## config.mk

```make
export PLATFORM = sky130hd
export DESIGN_NAME = cmf_op_queue
export DESIGN_NICKNAME = d
export VERILOG_FILES = /design/src/hdl/cmf_pkg.sv /design/src/hdl/cmf_op_queue.sv
export SDC_FILE = /design/constraint.sdc
export NUM_CORES = 1
export LEC_CHECK = 0
export ABC_AREA = 1
export CORE_MARGIN = 5
export CORE_UTILIZATION = 51
export DETAILED_ROUTE_END_ITERATION = 8
export DONT_BUFFER_PORTS = 1
export MAX_ROUTING_LAYER = met4
export PLACE_DENSITY_LB_ADDON = 0.08
export SLEW_MARGIN = 20
export SYNTH_ARGS = -nofsm -noshare
export SYNTH_HDL_FRONTEND = slang
export SYNTH_SLANG_ARGS = --single-unit
```

## constraint.sdc

```tcl
create_clock -name clock -period 3 [get_ports clock]
set_input_delay 0.6 -clock clock [delete_from_list [all_inputs] [get_ports clock]]
set_output_delay 0.6 -clock clock [all_outputs]
set_load 0.05 [all_outputs]
```

## src/hdl/cmf_pkg.sv

```systemverilog
`timescale 1ns / 1ps
// ----------------------------------------------------------------------------
// cmf_pkg
// Shared constants, codes and types of the plus-shaped median filter.
// ----------------------------------------------------------------------------
package cmf_pkg;

   localparam int MAX_WIDTH     = 1024;
   localparam int PIX_BITS      = 8;
   localparam int COL_BITS      = $clog2(MAX_WIDTH);
   localparam int WID_BITS      = 11;
   localparam int HGT_BITS      = 16;

   localparam int CSR_IDX_BITS  = 1;
   localparam int CSR_DATA_BITS = 16;

   localparam logic [CSR_IDX_BITS-1:0] CSR_FRAME_WIDTH  = 1'd0;
   localparam logic [CSR_IDX_BITS-1:0] CSR_FRAME_HEIGHT = 1'd1;

   localparam logic [WID_BITS-1:0] WIDTH_RESET  = 11'd640;
   localparam logic [HGT_BITS-1:0] HEIGHT_RESET = 16'd480;
   localparam logic [WID_BITS-1:0] WIDTH_LIMIT  = WID_BITS'(MAX_WIDTH);

   localparam logic KIND_PIXEL = 1'b0;
   localparam logic KIND_DRAIN = 1'b1;

   // operation codes carried from front to back
   localparam logic OP_STORE = 1'b0;
   localparam logic OP_EMIT  = 1'b1;

   localparam int Q_DEPTH      = 4;
   localparam int Q_PTR_BITS   = $clog2(Q_DEPTH);
   localparam int Q_CNT_BITS   = $clog2(Q_DEPTH + 1);

   localparam int OUT_DEPTH    = 3;
   localparam int OUT_PTR_BITS = $clog2(OUT_DEPTH);
   localparam int OUT_CNT_BITS = $clog2(OUT_DEPTH + 1);

   typedef struct packed {
      logic                op;
      logic [COL_BITS-1:0] col;
      logic [PIX_BITS-1:0] pixel;
      logic                up_zero;
      logic                left_zero;
      logic                right_zero;
      logic                last;
   } cmf_op_type;

   typedef struct packed {
      logic full;
      logic head_valid;
   } cmf_q_stat_type;

endpackage

```

## src/hdl/cmf_op_queue.sv

```systemverilog
`timescale 1ns / 1ps
// ----------------------------------------------------------------------------
// cmf_op_queue
// Short first-in first-out queue of line-store operations between the
// front and the back.
// ----------------------------------------------------------------------------
module cmf_op_queue import cmf_pkg::*; (
   input  logic           clock,
   input  logic           reset,
   input  logic           push,
   input  cmf_op_type     push_op,
   input  logic           pop,
   output cmf_q_stat_type q_stat,
   output cmf_op_type     head_op
);

   cmf_op_type              entries_ff [Q_DEPTH];
   logic [Q_PTR_BITS-1:0]   wr_ptr_ff, wr_ptr_in;
   logic [Q_PTR_BITS-1:0]   rd_ptr_ff, rd_ptr_in;
   logic [Q_CNT_BITS-1:0]   count_ff, count_in;

   assign q_stat.full       = count_ff == Q_CNT_BITS'(Q_DEPTH);
   assign q_stat.head_valid = count_ff != '0;
   assign head_op           = entries_ff[rd_ptr_ff];

   always_comb begin
      wr_ptr_in = push ? wr_ptr_ff + Q_PTR_BITS'(1) : wr_ptr_ff;
      rd_ptr_in = pop  ? rd_ptr_ff + Q_PTR_BITS'(1) : rd_ptr_ff;
      count_in  = count_ff;
      if (push && !pop) begin
         count_in = count_ff + Q_CNT_BITS'(1);
      end else if (pop && !push) begin
         count_in = count_ff - Q_CNT_BITS'(1);
      end
   end

   always_ff @(posedge clock) begin
      if (reset) begin
         wr_ptr_ff <= '0;
         rd_ptr_ff <= '0;
         count_ff  <= '0;
      end else begin
         wr_ptr_ff <= wr_ptr_in;
         rd_ptr_ff <= rd_ptr_in;
         count_ff  <= count_in;
      end
   end

   always_ff @(posedge clock) begin
      if (push) begin
         entries_ff[wr_ptr_ff] <= push_op;
      end
   end

endmodule

```

==> impl_metrics.toml <==
[detailed_routing]
wl_met3_um = 464
wl_um = 7060
drt_first_pass_iters = 4
wire_per_inst_um = 17.1
drtIter0Drc = 102
drc = 0
vias = 2170
vias_per_cell = 5.27
drtAntennaViolNets = 0
wl_met2_um = 3380
wl_met1_um = 3090
topRoutingLayerUsed = "met4"

[global_route]
antenna_found_initial = 0
grtUsageTotal_pct = 15.3
grt_max_degree = 47
grt-ovfl-total = 0
grt_pass1_wl_um = 11100
grt_pass1_vias = 2162

[yosys]
syn_inst = 281
yosysUniqueCellTypes = 27
syn_nets = 314
async_flop_share_pct = 0
synth.most_common_cell = "edfxtp_1"
synth_top_area_share_pct = 66.0
synthTopCellsByCount = "92 x edfxtp_1, 34 x o21ai_0, 30 x nor2_1, 17 x nor2_2, 17 x o21ai_2"
avgSynthCellArea_sq_um = 14.9
syn_area_sq_um = 4190
synthFlopType = "edfxtp_1"
synth-edff-count = 92
synth_top_cell_by_area = "edfxtp_1"
synthTopCellsByArea = "edfxtp_1 66%, o22ai_2 4.8%, dfxtp_1 4.3%, o21ai_0 4.1%, o21ai_2 3.6%"
ys_warn_count = 0
ys_seq_area_share_pct = 70.3
ys_ff_latch = 101

[finish]
fillers = 690
layout.cells.non_filler = 412
final_nets = 335
drive_gt1_share_pct = 31.9
antenna_cells = 0
area_growth_pct = 7.86
finish.utilization_pct = 55.8

[power]
clkPwrFrac_pct = 27.8
vdd_drop_max_mv = 0.271
combPwrFrac_pct = 15.6
switching_share_pct = 27.2
seq_power_share_pct = 56.6
power.density_nw_per_um2 = 640
p_int_mw = 2.10
p_sw_mw = 0.787
leakage_nw = 1.57

[cts]
ctsHoldBuffers = 0
post_cts_buffers = 0
cts.repair.resized = 0
root_buffer = "clkbuf_8"
clock-sinks = 101
clkTransAtPathRegs_ps = 80
clk_latency_ps = 350
htreeDepth = 3
cts_tree = "built"
cts_buffers = 9
clock_path_buffers = 2

[die]
die-area_sq_um = 10100
pin_count = 52
num_rows = 33
die_x_um = 101
start_util_pct = 51.7
core_area_sq_um = 8090
die_height_um = 101

[timing]
max_slew_margin_pct = 50.8
min_period_over_period_pct = 86.1
worst_slew_pin_slew_ps = 737
skew_ps = 6.50
rsz0062_at_grt = "no"
setup_violations = 0
hold_violations = 0
finalSetupTns_ps = 0
finalCriticalPeriod_ps = 2580
slew_viol_final = 0
max_freq_mhz = 387

[place]
dp_hpwl_um = 4270
port_buffers = 0
gp_congestion = 0.704
dp_cells = 396

[status]
outcome = "completed"

[worst_setup_path]
crit_fanout = 46
cp.required_ps = 2400
worstPathArrival_ps = 1980
r2r_slack_ps = 1210
crit_path_start_kind = "register"
path_class = "reg -> out"
end_kind = "primary output"

[flow_run]
drv_cap = 0

[hold_path]
worst_hold_path_type = "in -> reg"
per-stage QoR:
| stage | hold WS [ps] | setup slack (ps) | cell area, sq um | power [mW] |
|---|---|---|---|---|
| after floorplan | 412 | 925 | 4190 | 2.04 |
| after global placement | 429 | 801 | 4330 | 2.12 |
| after detailed placement | 450 | 770 | 4330 | 2.13 |
| after CTS | 294 | 370 | 4520 | 2.92 |
| after global routing | 288 | 237 | 4520 | 3.02 |
| final | 311 | 417 | 4520 | 2.89 |
critical path, cell delays in order (launching register included):
cell and delay (ps):
dfxtp_2 750, inv_12 240, o21ai_0 320, o22ai_2 110, buf_4 200
final cells by class:
| cell class | count | area (sq um) | share of cell area [%] |
|---|---|---|---|
| Clock buffer | 11 | 131 | 2.91 |
| Clock inverter | 5 | 51.3 | 1.14 |
| Inverter | 17 | 76.3 | 1.69 |
| Multi-Input combinational cell | 150 | 1010 | 22.4 |
| Sequential cell | 101 | 2940 | 65.2 |
| Tap cell | 105 | 131 | 2.91 |
| Timing Repair Buffer | 23 | 173 | 3.82 |
power by group through the flow:
stage / clock network, mW / registers [mW] / logic [mW]
6_report: 0.804 / 1.64 / 0.450
5_1_grt: 0.894 / 1.64 / 0.483
4_1_cts: 0.821 / 1.64 / 0.458
3_5_place_dp: 0 / 1.67 / 0.457
3_3_place_gp: 0 / 1.67 / 0.453
2_1_floorplan: 0 / 1.65 / 0.390
sequential cells by signal, summed over array words and instances, names as in the netlist, named ones only:
signal / flops
entries_ff: 92
count_ff: 3
rd_ptr_ff: 2
wr_ptr_ff: 2
path summary, 6_finish.rpt:
kind	start	end	cells past startpoint
worst max register to register	wr_ptr_ff[1]$_SDFFE_PP0P_	entries_ff[1][8]$_DFFE_PP_	5
worst min-delay path	reset	count_ff[0]$_SDFFE_PP0P_	1
worst max-delay path	register	head_op[9]	4
worst min register to register	rd_ptr_ff[1]$_SDFFE_PP0P_	rd_ptr_ff[1]$_SDFFE_PP0P_	1
cell usage in the layout, fill, tap and decap left out:
cell type / instances
inv_1: 12
inv_12: 1
xor2_1: 1
buf_4: 23
nor3_1: 1
o21ai_0: 34
nor2_2: 17
fa_1: 1
clkinvlp_4: 1
nand3_1: 1
clkbuf_8: 9
ha_1: 5
dfxtp_1: 8
edfxtp_1: 92
dfxtp_2: 1
o22ai_1: 7
nor2_1: 30
nand4_1: 1
clkinv_1: 1
clkinv_2: 2
o22ai_2: 16
bufinv_16: 1
clkbuf_1: 2
inv_2: 4
nor2_4: 6
a21oi_1: 3
o21ai_2: 17
nand2_1: 10
cells by family (layout without fill, tap and decap cells):
| group | after synthesis | count (layout) | synth area share [%] |
|---|---|---|---|
| AND/OR/NAND/NOR | 66 | 66 | 8.13 |
| adder cells (fa/ha/maj) | 6 | 6 | 1.97 |
| buffers and inverters | 30 | 56 | 5.62 |
| AO/OA/AOI/OAI | 77 | 77 | 13.8 |
| flip-flops | 101 | 101 | 70.3 |
| XOR/XNOR | 1 | 1 | 0.209 |
per-layer routing:
layer,GRT usage (%),vias to the layer above
li1,-,1060
met4,6.22,0
met3,4.84,11
met2,23.7,47
met5,-,-
met1,18.6,1052
(Power assumes the default switching activity.)
