File: src/hdl/cmf_pkg.sv
`timescale 1ns / 1ps
// ----------------------------------------------------------------------------
// cmf_pkg
// Shared constants, codes and types of the plus-shaped median filter.
// ----------------------------------------------------------------------------
package cmf_pkg;

   localparam int MAX_WIDTH     = 1024;
   localparam int PIX_BITS      = 8;
   localparam int COL_BITS      = $clog2(MAX_WIDTH);
   localparam int WID_BITS      = 11;
   localparam int HGT_BITS      = 16;

   localparam int CSR_IDX_BITS  = 1;
   localparam int CSR_DATA_BITS = 16;

   localparam logic [CSR_IDX_BITS-1:0] CSR_FRAME_WIDTH  = 1'd0;
   localparam logic [CSR_IDX_BITS-1:0] CSR_FRAME_HEIGHT = 1'd1;

   localparam logic [WID_BITS-1:0] WIDTH_RESET  = 11'd640;
   localparam logic [HGT_BITS-1:0] HEIGHT_RESET = 16'd480;
   localparam logic [WID_BITS-1:0] WIDTH_LIMIT  = WID_BITS'(MAX_WIDTH);

   localparam logic KIND_PIXEL = 1'b0;
   localparam logic KIND_DRAIN = 1'b1;

   // operation codes carried from front to back
   localparam logic OP_STORE = 1'b0;
   localparam logic OP_EMIT  = 1'b1;

   localparam int Q_DEPTH      = 4;
   localparam int Q_PTR_BITS   = $clog2(Q_DEPTH);
   localparam int Q_CNT_BITS   = $clog2(Q_DEPTH + 1);

   localparam int OUT_DEPTH    = 3;
   localparam int OUT_PTR_BITS = $clog2(OUT_DEPTH);
   localparam int OUT_CNT_BITS = $clog2(OUT_DEPTH + 1);

   typedef struct packed {
      logic                op;
      logic [COL_BITS-1:0] col;
      logic [PIX_BITS-1:0] pixel;
      logic                up_zero;
      logic                left_zero;
      logic                right_zero;
      logic                last;
   } cmf_op_type;

   typedef struct packed {
      logic full;
      logic head_valid;
   } cmf_q_stat_type;

endpackage

File: src/hdl/cmf_if.sv
`timescale 1ns / 1ps
// ----------------------------------------------------------------------------
// cmf_if
// Valid/ready channels of the median filter: pixel requests and results.
// ----------------------------------------------------------------------------
interface cmf_req_if import cmf_pkg::*; ();
   logic                valid;
   logic                ready;
   logic                kind;
   logic [PIX_BITS-1:0] pixel_value;

   modport source (output valid, kind, pixel_value, input ready);
   modport sink   (input valid, kind, pixel_value, output ready);
endinterface


File: src/hdl/cmf_front.sv
`timescale 1ns / 1ps
// ----------------------------------------------------------------------------
// cmf_front
// Raster position tracking: classifies each transaction as store, emit or
// ignored and pushes line-store operations into the queue.
// ----------------------------------------------------------------------------
module cmf_front import cmf_pkg::*; (
   input  logic                clock,
   input  logic                reset,
   cmf_req_if.sink             req_chan,
   input  logic [WID_BITS-1:0] frame_width,
   input  logic [HGT_BITS-1:0] frame_height,
   input  cmf_q_stat_type      q_stat,
   output logic                push,
   output cmf_op_type          push_op
);

   logic [COL_BITS-1:0] col_ff, col_in;
   logic [HGT_BITS-1:0] row_ff, row_in;
   logic [COL_BITS-1:0] drain_ff, drain_in;

   logic [WID_BITS-1:0] w_eff, w_max_col;
   logic [HGT_BITS-1:0] h_eff;
   logic                accept, complete, skip, wrap, last;
   logic [COL_BITS-1:0] col0, d;
   logic [HGT_BITS-1:0] row0;
   logic [WID_BITS-1:0] nc, dn;

   assign req_chan.ready = !q_stat.full;
   assign accept         = req_chan.valid && req_chan.ready;

   always_comb begin
      if (frame_width == '0) begin
         w_eff = WID_BITS'(1);
      end else if (frame_width > WIDTH_LIMIT) begin
         w_eff = WIDTH_LIMIT;
      end else begin
         w_eff = frame_width;
      end
      h_eff     = (frame_height == '0) ? HGT_BITS'(1) : frame_height;
      w_max_col = w_eff - WID_BITS'(1);
      complete  = row_ff >= h_eff;

      // pixel path: a row shortened mid-frame closes before this pixel
      col0 = col_ff;
      row0 = row_ff;
      skip = 1'b0;
      if ({1'b0, col_ff} >= w_eff) begin
         col0 = '0;
         row0 = row_ff + HGT_BITS'(1);
         skip = row0 >= h_eff;
      end
      nc   = {1'b0, col0} + WID_BITS'(1);
      wrap = nc >= w_eff;

      // drain path
      d    = ({1'b0, drain_ff} >= w_eff) ? w_max_col[COL_BITS-1:0] : drain_ff;
      dn   = {1'b0, d} + WID_BITS'(1);
      last = dn >= w_eff;

      col_in   = col_ff;
      row_in   = row_ff;
      drain_in = drain_ff;
      push     = 1'b0;
      push_op  = '0;

      if (accept) begin
         if (req_chan.kind == KIND_PIXEL) begin
            if (!complete) begin
               if (skip) begin
                  col_in = '0;
                  row_in = row0;
               end else begin
                  col_in             = wrap ? '0 : nc[COL_BITS-1:0];
                  row_in             = wrap ? row0 + HGT_BITS'(1) : row0;
                  push               = 1'b1;
                  // first row only fills the line store
                  push_op.op         = (row0 == '0) ? OP_STORE : OP_EMIT;
                  push_op.col        = col0;
                  push_op.pixel      = req_chan.pixel_value;
                  push_op.up_zero    = row0 <= HGT_BITS'(1);
                  push_op.left_zero  = col0 == '0;
                  push_op.right_zero = wrap;
                  push_op.last       = 1'b0;
               end
            end
         end else if (complete) begin
            push               = 1'b1;
            push_op.op         = OP_EMIT;
            push_op.col        = d;
            push_op.pixel      = '0;
            push_op.up_zero    = row_ff <= HGT_BITS'(1);
            push_op.left_zero  = d == '0;
            push_op.right_zero = last;
            push_op.last       = last;
            if (last) begin
               drain_in = '0;
               row_in   = '0;
               col_in   = '0;
            end else begin
               drain_in = dn[COL_BITS-1:0];
            end
         end
      end
   end

   always_ff @(posedge clock) begin
      if (reset) begin
         col_ff   <= '0;
         row_ff   <= '0;
         drain_ff <= '0;
      end else begin
         col_ff   <= col_in;
         row_ff   <= row_in;
         drain_ff <= drain_in;
      end
   end

endmodule

File: src/flat_wrapper.sv
// flat-port wrapper written by rule: the top's interface ports become plain ports
module cmf_front_flat import cmf_pkg::*;
  (clock, reset, frame_width, frame_height, q_stat, push, push_op, req_chan_valid, req_chan_kind, req_chan_pixel_value, req_chan_ready);
  cmf_req_if req_chan_i ();
  input  logic clock;
  input  logic reset;
  input  logic [WID_BITS-1:0] frame_width;
  input  logic [HGT_BITS-1:0] frame_height;
  input  cmf_q_stat_type q_stat;
  output logic push;
  output cmf_op_type push_op;
  input wire logic [$bits(req_chan_i.valid)-1:0] req_chan_valid;
  input wire logic [$bits(req_chan_i.kind)-1:0] req_chan_kind;
  input wire logic [$bits(req_chan_i.pixel_value)-1:0] req_chan_pixel_value;
  output wire logic [$bits(req_chan_i.ready)-1:0] req_chan_ready;
  assign req_chan_i.valid = req_chan_valid;
  assign req_chan_i.kind = req_chan_kind;
  assign req_chan_i.pixel_value = req_chan_pixel_value;
  assign req_chan_ready = req_chan_i.ready;
  cmf_front u_core (.clock(clock), .reset(reset), .req_chan(req_chan_i), .frame_width(frame_width), .frame_height(frame_height), .q_stat(q_stat), .push(push), .push_op(push_op));
endmodule
File: config.mk
export PLATFORM = sky130hd
export DESIGN_NAME = cmf_front_flat
export DESIGN_NICKNAME = d
export VERILOG_FILES = /design/src/hdl/cmf_pkg.sv /design/src/hdl/cmf_if.sv /design/src/hdl/cmf_front.sv /design/src/flat_wrapper.sv
export SDC_FILE = /design/constraint.sdc
export NUM_CORES = 1
export LEC_CHECK = 0
export ABC_AREA = 1
export BUFFER_PORTS_ARGS = -buffer_cell sky130_fd_sc_hd__buf_2
export CAP_MARGIN = 10
export CORE_UTILIZATION = 45
export DETAILED_ROUTE_END_ITERATION = 16
export GPL_TIMING_DRIVEN = 1
export PLACE_DENSITY_LB_ADDON = 0.25
export SETUP_SLACK_MARGIN = 0.02
export SYNTH_ARGS = -nofsm -noshare
export SYNTH_HDL_FRONTEND = slang
export SYNTH_SLANG_ARGS = --single-unit
File: constraint.sdc
create_clock -name clock -period 9.7 [get_ports clock]
set_input_delay 0.97 -clock clock [delete_from_list [all_inputs] [get_ports clock]]
set_output_delay 0.97 -clock clock [all_outputs]
set_load 0.01 [all_outputs]
==> metrics.md, run 1 <==
| Metric | Value |
|---|---|
| Status | finished, final reports clean |
| Worst R2R Start | u_core.drain_ff[9] |
| Comb power frac | 0.300 |
| Final ANT Viol Nets | 0 |
| Crit Path Category | input pin to output pin |
| Placement Rows | 40 |
| Max Transition Viols Final | 0 |
| CP Launch Type | input pin |
| Synth cell types | between 50 and 60 |
| Die H | between 100 and 150 um |
| CTS Hold Buffers Added | 0 |
| Drt total wl | 16.08 mm |
| RSZ-0062 raised after global routing | false |
| Simple logic cell fraction of the synthesized area | 0.3946 |
| CP Depth | 28 |
| Cell-internal power | between 0.0003 and 0.0004 W |
| CTS Buffer Depth | 2 |
| Final nets | around 1100 |
| Met3 routed WL | ~950 um |
| Setup TNS | 0 ps |
| Vias per inst | around 5.2 |
| #FFs+latches synth | 36 |
| Max-cap violations | 0 |
| H-tree depth | 2 |
| Syn Nets | around 1000 |
| Post-CTS Resized | 0 |
| Total GRT Usage | 0.2565 |
| Asr flop ratio synth | 0 |
| DP Wirelength | approximately 13 mm |
| Worst vdd ir | between 0.06 and 0.07 mV |
| CP bufs+invs | 4 |
| Fin. Hold Viols | 0 |
| Setup Buffers After CTS | 0 |
| WHS | just under 500 ps |
| First-pass GRT wire length | between 20 and 30 mm |
| Synth Cell Area | 0.005647 sq mm |
| Post-Synth Adder-Cell Area | 0.1861 |
| Average cell area after synthesis | slightly above 6 sq um |
| Power share of the clock group | 0.390 |
| Worst R2R End | u_core.col_ff[6] |
| RD Place Congestion | approximately 0.9 |
| CP arrival | about 6400 ps |
| 1st-pass router iterations | 6 |
| Multiplexer share of the synthesized area | 0 |
| Hold Crit Class | flip-flop to flip-flop |
| Detailed-route DRC error count | 0 |
| Fillers | 1297 |
| Vias in the first global route | roughly 5300 |
| TritonCTS Buffers | 5 |
| PwrDens | about 79 mW/mm^2 |
| Post-synth top flop | dfxtp_1 |
| Worst endpoint required time | 8730 ps |
| Number of synthesized flops with an enable pin | 0 |
| Initial antenna violation count | 0 |
| Leakage power | roughly 3.2 nW |
| Crit-path max FO | 20 |
| CP Launch Point | frame_width[4] |
| R2R depth | 25 |
| Switching power | 0.0001726 W |
| Area of the multi-input gates | between 0.004 and 0.005 sq mm |
| Seq pwr share | 0.311 |
| Final worst path period share | 0.7621 |
| Pwr Total | a little under 0.0005 W |
| CTS tree | yes |
| Tmin final | 7392 ps |
| Largest family of logic cells by synthesized area | simple AND/OR/NAND/NOR gates |
| Largest net degree at the start of global routing | 33 |
| Worst slew margin | 0.4799 |
| Largest delay share family, worst path | simple AND/OR/NAND/NOR gates |
| Post-synthesis sequential area ratio | 0.1276 |
| Xor and xnor area share after synthesis | 0.02792 |
| Clk_lat worst skew | 290 ps |
| Setup slack after layout | approximately 2300 ps |
| Number of port buffers | 64 |
| Worst path slowest cell | nand4_1 |
| Area delta synth->final | 10.57% |
| Die Area | about 0.013 sq mm |
| Initial core utilization | 0.4662 |
| Ant. Diodes | 0 |
| Post-synthesis compound-gate area fraction | 0.1491 |
| Most frequent cells in the layout | 232 x nand2_1, 127 x inv_1, 84 x ha_1 |
| Io pins | 66 |
| Clock slew at reported path FFs | around 60 ps |
| Die W | 114.0 um |
| Gr ovfl total | 0 |
| CORE AREA | 0.01211 sq mm |
| Worst-Margin Slew | slightly below 800 ps |
| Worst Setup EP | push_op[1] |
| Met1 WL | between 8 and 9 mm |
| Crit-path max cell delay | just over 600 ps |
| Final setup fails | 0 |
| Sw Share | 0.3511 |
| Commonest non-fill, non-tap cell in the layout | nand2_1 |
| Skew final | between 5 and 6 ps |
| Initial drt markers | between 400 and 500 |
| Mapped Cells | 920 |
| YS warnings | 0 |
| Clock root buffer | clkbuf_16 |
| DR WL/cell | approximately 14 um |
| Fmax achieved | 135.3 MHz |
| Post-Place Worst Slack | ~2400 ps |
| Routed via count | around 6000 |
| Max Used Layer | met4 |
| Crit path capture type | output pin |
| Layout cells sized above 1 | 0.1426 |
| Register-to-Register Setup Slack | approximately 4300 ps |
| Seq. cell area | between 700 and 800 sq um |
| # clock sinks | 36 |
| Wire length on met2 | 6.335 mm |
-- stage by stage --
stage / utilization / cell area (sq um) / instances
6_report: 0.5155 / 6243 / 1143
3_3_place_gp: 0.5017 / 6076 / 1135
3_5_place_dp: 0.5017 / 6076 / 1135
2_1_floorplan: - / 5647 / 920
5_1_grt: 0.5155 / 6243 / 1143
4_1_cts: 0.5155 / 6243 / 1143
-- routing by layer --
metal	global-route usage	vias up
li1	-	3154
met1	0.4085	2639
met2	0.3653	179
met3	0.02125	17
met4	0.05628	0
met5	0	-
-- cell families after synthesis --
| kind of cell | count (synthesis) |
|---|---|
| DFF | 36 |
| adders and majority gates | 84 |
| xor gates and xnor gates | 18 |
| buffers and inverters | 159 |
| AOI/OAI and AO/OA | 143 |
| and+or+nand+nor | 480 |
-- power groups by stage --
stage,clock (W),combinational (W),sequential (W)
final,0.000191,0.000147,0.000153
after global routing,0.000198,0.000166,0.000153
after CTS,0.000192,0.000145,0.000153
after detailed placement,0,0.000144,0.000156
after global placement,0,0.000143,0.000156
after floorplan,0,0.000106,0.000155
-- worst min-delay path, cell delays in order, from the launching register on --
cell and delay [ps]:
dfxtp_1 320, nand2_1 60, a21oi_1 50
-- cell usage after synthesis (all sizes together) (3+ instances only) --
cell type | n | share of area
nand2 | 247 | 0.17
inv | 138 | 0.092
nor2 | 94 | 0.081
ha | 84 | 0.19
nand3 | 82 | 0.078
a21oi | 72 | 0.068
o21ai | 39 | 0.037
dfxtp | 36 | 0.13
nor3 | 22 | 0.022
nand4 | 19 | 0.022
xor2 | 16 | 0.025
buf | 11 | 0.016
o22ai | 11 | 0.012
nor4 | 9 | 0.010
clkbuf | 8 | 0.0053
a211oi | 6 | 0.0080
o21bai | 4 | 0.0080
and2 | 3 | 0.0033
o21a | 3 | 0.0040
or2 | 3 | 0.0033
-- sequential cells by signal, summed over array words and instances (netlist names) --
name / cells
u_core.drain_ff: 10
u_core.col_ff: 10
u_core.row_ff: 16
-- worst min path at each step --
stage	endpoint	startpoint	cells after the start	slack, ps
finish	u_core.drain_ff[7]	u_core.drain_ff[7]	2	480
global route	u_core.drain_ff[7]	u_core.drain_ff[7]	2	500
CTS	u_core.drain_ff[7]	u_core.drain_ff[7]	2	490
detailed placement	u_core.drain_ff[7]	u_core.drain_ff[7]	2	480
global placement	u_core.drain_ff[7]	u_core.drain_ff[7]	2	480
floorplan	u_core.drain_ff[8]	u_core.drain_ff[8]	2	460
-- area by class of cell --
cell class,instances,area share
flip-flops and latches,36,0.1154
repair buffers,66,0.05371
inverters,140,0.08457
well taps,168,0.03367
clock inverters,3,0.006814
multi-input cells,725,0.6858
clock buffers,5,0.02004
Note: power is estimated with default switching activity, not from simulation.
==> run 2, diff against run 1 <==
ABC_AREA = 0   (was 1)
clock period = 6.8 ns   (was 9.7 ns; I/O delays follow)
==> run 2 against run 1 <==
Synthesized cell count is 18% lower. Cell count decreased by 15%. Via count grew 2.1%. Register-to-register slack lost 2700 ps. Sequential share of layout area shrank 0.14 points. Critical endpoint unchanged. Total power grew 29%. Clock power rose by 43%. Clock-buffer cell count unchanged.
==> metrics.md, run 2 <==
| Metric | Value |
|---|---|
| Setup Buffers After CTS | 0 |
| Die Area | around 0.013 sq mm |
| Total GRT Usage | 0.2878 |
| Gr ovfl total | 0 |
| Worst vdd ir | around 0.10 mV |
| Vias in the first global route | 5799 |
| 1st-pass router iterations | 4 |
| Drt total wl | 18.48 mm |
| Post-synth top flop | dfxtp_1 |
| Max Transition Viols Final | 0 |
| Number of port buffers | between 60 and 70 |
| Top post-synthesis cells by area | ha_1 19%, dfxtp_1 13%, xnor2_1 4.8% |
| Clock root buffer | clkbuf_16 |
| Largest net degree at the start of global routing | 28 |
| Most numerous cell in the Yosys netlist | ha_1 |
| Max-cap violations | 0 |
| Number of synthesized flops with an enable pin | 0 |
| CP arrival | between 5000 and 6000 ps |
| Worst slew margin | 0.2204 |
| WHS | 510.9 ps |
| YS warnings | 0 |
| Clk_lat worst skew | a little under 300 ps |
| Share of the synthesized area in the top cell type | 0.1870 |
| CTS tree | yes |
| Most frequent cells in the layout | 84 x ha_1, 71 x nand2_1, 64 x buf_2 |
| Comb power frac | 0.227 |
| Largest register FFs | 16 |
| Final setup fails | 0 |
| Asr flop ratio synth | 0 |
| Initial core utilization | 0.4640 |
| Hold Startpoint | u_core.col_ff[1] |
| Io pins | between 60 and 70 |
| Tmin final | between 6000 and 7000 ps |
| DR WL/cell | about 19 um |
| Fin. Hold Viols | 0 |
| H-tree depth | 2 |
| #FFs+latches synth | 36 |
| Final nets | roughly 930 |
| Worst-Margin Slew | approximately 1200 ps |
| Syn Nets | just under 900 |
| Die W | ~110 um |
| First-pass GRT wire length | between 20 and 30 mm |
| Crit path capture type | output pin |
| Crit Path Category | input pin to output pin |
| Post-synthesis sequential area ratio | 0.1282 |
| Worst R2R End | u_core.row_ff[0] |
| Skew final | between 10 and 15 ps |
| Cell-internal power | between 0.0004 and 0.0005 W |
| Mapped Cells | about 750 |
| Vias per inst | around 6.3 |
| Placement Rows | 40 |
| CORE AREA | approximately 0.012 sq mm |
| Average cell area after synthesis | between 7 and 8 sq um |
| CTS Buffer Depth | 2 |
| Crit-path max FO | 27 |
| RD Place Congestion | 0.9432 |
| Fin util | 0.5217 |
| Commonest cells in the netlist | 84 x ha_1, 71 x nand2_1, 49 x nor2_1 |
| Status | finished, final reports clean |
| DP Wirelength | 14.72 mm |
| Initial drt markers | around 490 |
| Worst endpoint required time | 6120 ps |
| Final ANT Viol Nets | 0 |
| Area delta synth->final | 12.42% |
| Fmax achieved | ~160 MHz |
| Most flop-heavy register | u_core.row_ff |
| TritonCTS Buffers | 5 |
| Ant. Diodes | 0 |
| Detailed-route DRC error count | 0 |
| Synth cell types | 78 |
| PwrDens | between 100 and 150 mW/mm^2 |
| Worst hold endpoint | u_core.col_ff[1] |
| CP Launch Type | input pin |
| Worst R2R Start | u_core.drain_ff[0] |
| Area leader, netlist | ha_1 |
| Synth Cell Area | roughly 0.0056 sq mm |
| Seq pwr share | 0.341 |
| Die H | roughly 110 um |
| Routed via count | between 6000 and 7000 |
| CP Launch Point | frame_width[7] |
| # clock sinks | 36 |
| Initial antenna violation count | 0 |
| Worst Hold Depth | 2 |
| Switching power | roughly 0.00019 W |
| Register-to-Register Setup Slack | 1580 ps |
| R2R depth | 20 |
| Power share of the clock group | 0.432 |
| RSZ-0062 raised after global routing | false |
| Setup TNS | 0 ps |
| Sw Share | 0.3054 |
| Clock slew at reported path FFs | 60 ps |
| Top Registers | u_core.row_ff (16), u_core.col_ff (10), u_core.drain_ff (10) |
| Layout cells sized above 1 | 0.1437 |
| Hold Crit Class | flip-flop to flip-flop |
| Leakage power | about 2.9 nW |
| Commonest non-fill, non-tap cell in the layout | ha_1 |
| Final worst path period share | 0.9390 |
## run 2: changes by cell type after synthesis, moves of 10 or more
cell / before / now
nand2_2: 14 / 0
a21oi_1: 67 / 42
xnor2_1: 2 / 31
and3_1: 0 / 24
inv_2: 10 / 0
nand3_1: 77 / 31
clkbuf_1: 8 / 22
nor2_1: 78 / 49
mux2i_1: 0 / 16
inv_1: 127 / 40
nand2_1: 232 / 71
a21o_1: 0 / 18
## run 2: worst max path at each step
stage / slack [ps] / endpoint
floorplan: 460 / push_op[1]
CTS: 350 / push_op[1]
detailed placement: 380 / push_op[1]
global route: 40 / push_op[1]
global placement: 460 / push_op[1]
finish: 410 / push_op[1]
## run 2: logic make-up after synthesis
family                     share of synthesized area
adders and majority gates                     0.1870
xor gates and xnor gates                     0.07792
muxes                                        0.03450
buffers and inverters                        0.05187
and+or+nand+nor                               0.2649
AOI/OAI and AO/OA                             0.2556
DFF                                           0.1282
## run 2: layout make-up
| type | instances | area, sq um |
|---|---|---|
| fillers | 1239 | 5793 |
| multi-input cells | 642 | 4629 |
| flip-flops and latches | 36 | 720.7 |
| repair buffers | 79 | 432.9 |
| well taps | 168 | 210.2 |
| inverters | 42 | 157.7 |
| clock buffers | 5 | 125.1 |
| clock inverters | 3 | 42.54 |
## run 2: metrics by stage
step | instances | setup slack [ps] | power [W] | area [sq um]
after detailed placement | 967 | 380.1 | 0.0003596 | 6136
after global routing | 975 | 41.93 | 0.0006592 | 6319
after global placement | 967 | 456.9 | 0.0003546 | 6136
after floorplan | 753 | 462.4 | 0.0003092 | 5620
after CTS | 975 | 353.3 | 0.0006302 | 6304
final | 975 | 414.8 | 0.0006328 | 6319
## run 2: timing repair
action	4_1_cts	5_1_grt
hold endpoints to repair	0	0
hold buffers	0	0
endpoints found under the setup margin	0	1
gates resized for setup	0	2
## run 2: metal layers
metal	vias up	track usage	wire length, um
li1	2928	-	-
met1	2919	0.3711	8188
met2	228	0.4980	8790
met3	38	0.03188	991
met4	0	0.09649	513
met5	-	0	0
## run 2: power by group through the flow
stage          sequential [W]  clock [W]  combinational, W
2_1_floorplan        0.000217          0         0.0000918
3_5_place_dp         0.000220          0          0.000140
4_1_cts              0.000215   0.000274          0.000141
5_1_grt              0.000216   0.000285          0.000159
3_3_place_gp         0.000220          0          0.000134
6_report             0.000216   0.000273          0.000144
## run 2: worst max-delay path, stage by stage
cell	delay [ps]
buf_2	140
nor4_1	300
buf_4	180
a31oi_1	90
nor2_2	230
buf_4	200
ha_1	120
nor2b_1	30
o21ai_0	300
a21oi_1	200
o22ai_2	320
buf_4	400
mux2i_1	400
a21oi_1	90
or2_2	320
ha_1	300
nand3_1	70
o21ai_0	230
nand4_1	150
a31oi_1	480
a31oi_1	210
nor2_1	110
buf_2	130
==> run 3, diff against run 2 <==
CELL_PAD_IN_SITES_DETAIL_PLACEMENT = 0   (was default)
CELL_PAD_IN_SITES_GLOBAL_PLACEMENT = 1   (was default)
CORE_UTILIZATION = 40   (was 45)
==> run 3 against run 2 <==
Critical path depth is 1 higher. Sequential cell count stayed put. Core utilization decreased by 5.2 points. Register-to-register slack improved by 90 ps. Largest cell class unchanged. Die area grew 12%. Sequential share of layout area unchanged. Hold slack improved by 11 ps. Wire length grew 1.5%. Via count decreased by 0.75%. Cell area is the same. Maximum frequency increased by 1.2%.
==> metrics.md, run 3 (same netlist as run 2, synthesis figures left out) <==
| Metric | Value |
|---|---|
| Seq. cell area | 720.7 sq um |
| Area delta synth->final | 12.42% |
| CTS Hold Buffers Added | 0 |
| Crit path capture type | output pin |
| Worst path slowest cell | a2111oi_0 |
| Routed via count | between 6000 and 7000 |
| CP arrival | between 5000 and 6000 ps |
| Crit-path max FO | 12 |
| CP bufs+invs | 5 |
| Fin. Hold Viols | 0 |
| Die W | ~120 um |
| Most flop-heavy register | u_core.row_ff |
| Die Area | between 0.01 and 0.015 sq mm |
| Final worst path period share | 0.9281 |
| R2R depth | 20 |
| CTS tree | yes |
| CP Launch Type | input pin |
| Largest register FFs | 16 |
| Fillers | 1374 |
| DR WL/cell | between 15 and 20 um |
| Worst Hold Depth | 2 |
| Gr ovfl total | 0 |
| Detailed-route DRC error count | 0 |
| Clock root buffer | clkbuf_16 |
| Initial antenna violation count | 0 |
| Tmin final | between 6000 and 7000 ps |
| Leakage power | slightly below 3 nW |
| Top Registers | u_core.row_ff (16), u_core.col_ff (10), u_core.drain_ff (10) |
| Most Frequent Cell on Critical Path | ha_1 |
| DP Wirelength | between 15 and 20 mm |
| Post-Layout Cell Count | approximately 980 |
| # clock sinks | 36 |
| Placement Rows | 42 |
| Crit-path max cell delay | 400 ps |
| # placed instances | 974 |
| Worst-Margin Slew | approximately 950 ps |
| Most frequent cells in the layout | 84 x ha_1, 71 x nand2_1, 64 x buf_2 |
| Vias per inst | just over 6 |
| Setup Buffers After CTS | 0 |
| Fmax achieved | roughly 160 MHz |
| Die H | 120.5 um |
| Ant. Diodes | 0 |
| Clock slew at reported path FFs | ~60 ps |
| Final setup fails | 0 |
| Final nets | between 900 and 1000 |
| PwrDens | about 100 mW/mm^2 |
| Initial drt markers | 519 |
| Max Transition Viols Final | 0 |
| Worst vdd ir | around 0.14 mV |
| Crit Path Category | input pin to output pin |
| 1st-pass router iterations | 5 |
| Largest delay share family, worst path | compound AO/OA/AOI/OAI gates |
| Area of the multi-input gates | between 0.004 and 0.005 sq mm |
| Post-CTS Resized | 0 |
| Vias in the first global route | 5684 |
| Drt total wl | 18.77 mm |
| Commonest non-fill, non-tap cell in the layout | ha_1 |
| TritonCTS Buffers | 5 |
| Initial core utilization | 0.4178 |
| Final ANT Viol Nets | 0 |
| CTS Buffer Depth | 2 |
| Pwr Total | roughly 0.00063 W |
| Largest net degree at the start of global routing | 28 |
| Skew final | about 8.0 ps |
| Fin util | 0.4697 |
| Hold Crit Class | flip-flop to flip-flop |
| CORE AREA | roughly 0.013 sq mm |
| Max-cap violations | 0 |
| Setup TNS | 0 ps |
| RSZ-0062 raised after global routing | false |
| Status | finished, final reports clean |
| Io pins | between 60 and 70 |
| Worst slew margin | 0.3633 |
| First-pass GRT wire length | 30.12 mm |
| Total GRT Usage | 0.2632 |
| Clk_lat worst skew | approximately 300 ps |
| Layout cells sized above 1 | 0.1414 |
| Worst endpoint required time | 6120 ps |
| Worst-path cell chain | buf_2 -> clkinv_1 -> nand2_1 -> ha_1 -> o21a_1 -> o2111ai_1 -> nor3_4 -> nor2_2 -> nand2_1 -> inv_1 -> ha_1 -> and3_1 -> nand4_1 -> xor2_1 -> nor2_1 -> ha_1 -> a2111oi_0 -> a32oi_1 -> buf_4 -> o21ai_1 -> nor3_1 -> a31oi_1 -> nor2_1 -> buf_2 |
| H-tree depth | 2 |
| CP Depth | 24 |
| RD Place Congestion | about 0.98 |
| Number of port buffers | 64 |
==> run 3: changes by cell type in the layout (fill, tap and decap cells not counted), sizes merged <==
cell	previous run	this run
buf	79	78
==> run 3: worst paths after layout <==
check / from / end / slack, ps
setup / recovery: frame_width[10] / push_op[1] / 490
hold / removal: u_core.drain_ff[4] / u_core.drain_ff[4] / 520
setup reg to reg: u_core.col_ff[5] / u_core.row_ff[5] / 1670
hold reg to reg: u_core.drain_ff[4] / u_core.drain_ff[4] / 520
==> run 3: layout make-up <==
| type | instances | area share |
|---|---|---|
| well taps | 176 | 0.03485 |
| multi-input cells | 642 | 0.7323 |
| flip-flops and latches | 36 | 0.1141 |
| inverters | 42 | 0.02495 |
| clock buffers | 5 | 0.01980 |
| clock inverters | 3 | 0.006733 |
| repair buffers | 78 | 0.06733 |
==> run 3: worst min-delay path: stages, from the launching register on <==
cell	delay (ps)
dfxtp_1	350
nand2_1	70
a21oi_1	50
==> run 3: layer usage <==
metal  GRT usage  wire, um  up-vias
met5           0         0        -
met4     0.09105       477        0
met3     0.03679       980       35
met2      0.4526      9150      195
met1      0.3348      8158     2899
li1            -         -     2938
==> run 3: power by group <==
part	internal (W)	leakage [nW]	total (W)	switching, W
Sequential	0.000212	0.290	0.000215	0.00000344
Clock	0.000172	0.0798	0.000275	0.000103
Combinational	0.0000547	2.52	0.000143	0.0000880
==> run 3: stage by stage <==
step / area, sq um / hold slack, ps / setup slack, ps
final: 6319 / 522.0 / 489.0
after global routing: 6319 / 550.4 / 88.40
after CTS: 6306 / 525.5 / 453.7
after detailed placement: 6138 / 518.5 / 418.0
after global placement: 6138 / 496.4 / 589.9
after floorplan: 5620 / 461.5 / 462.4
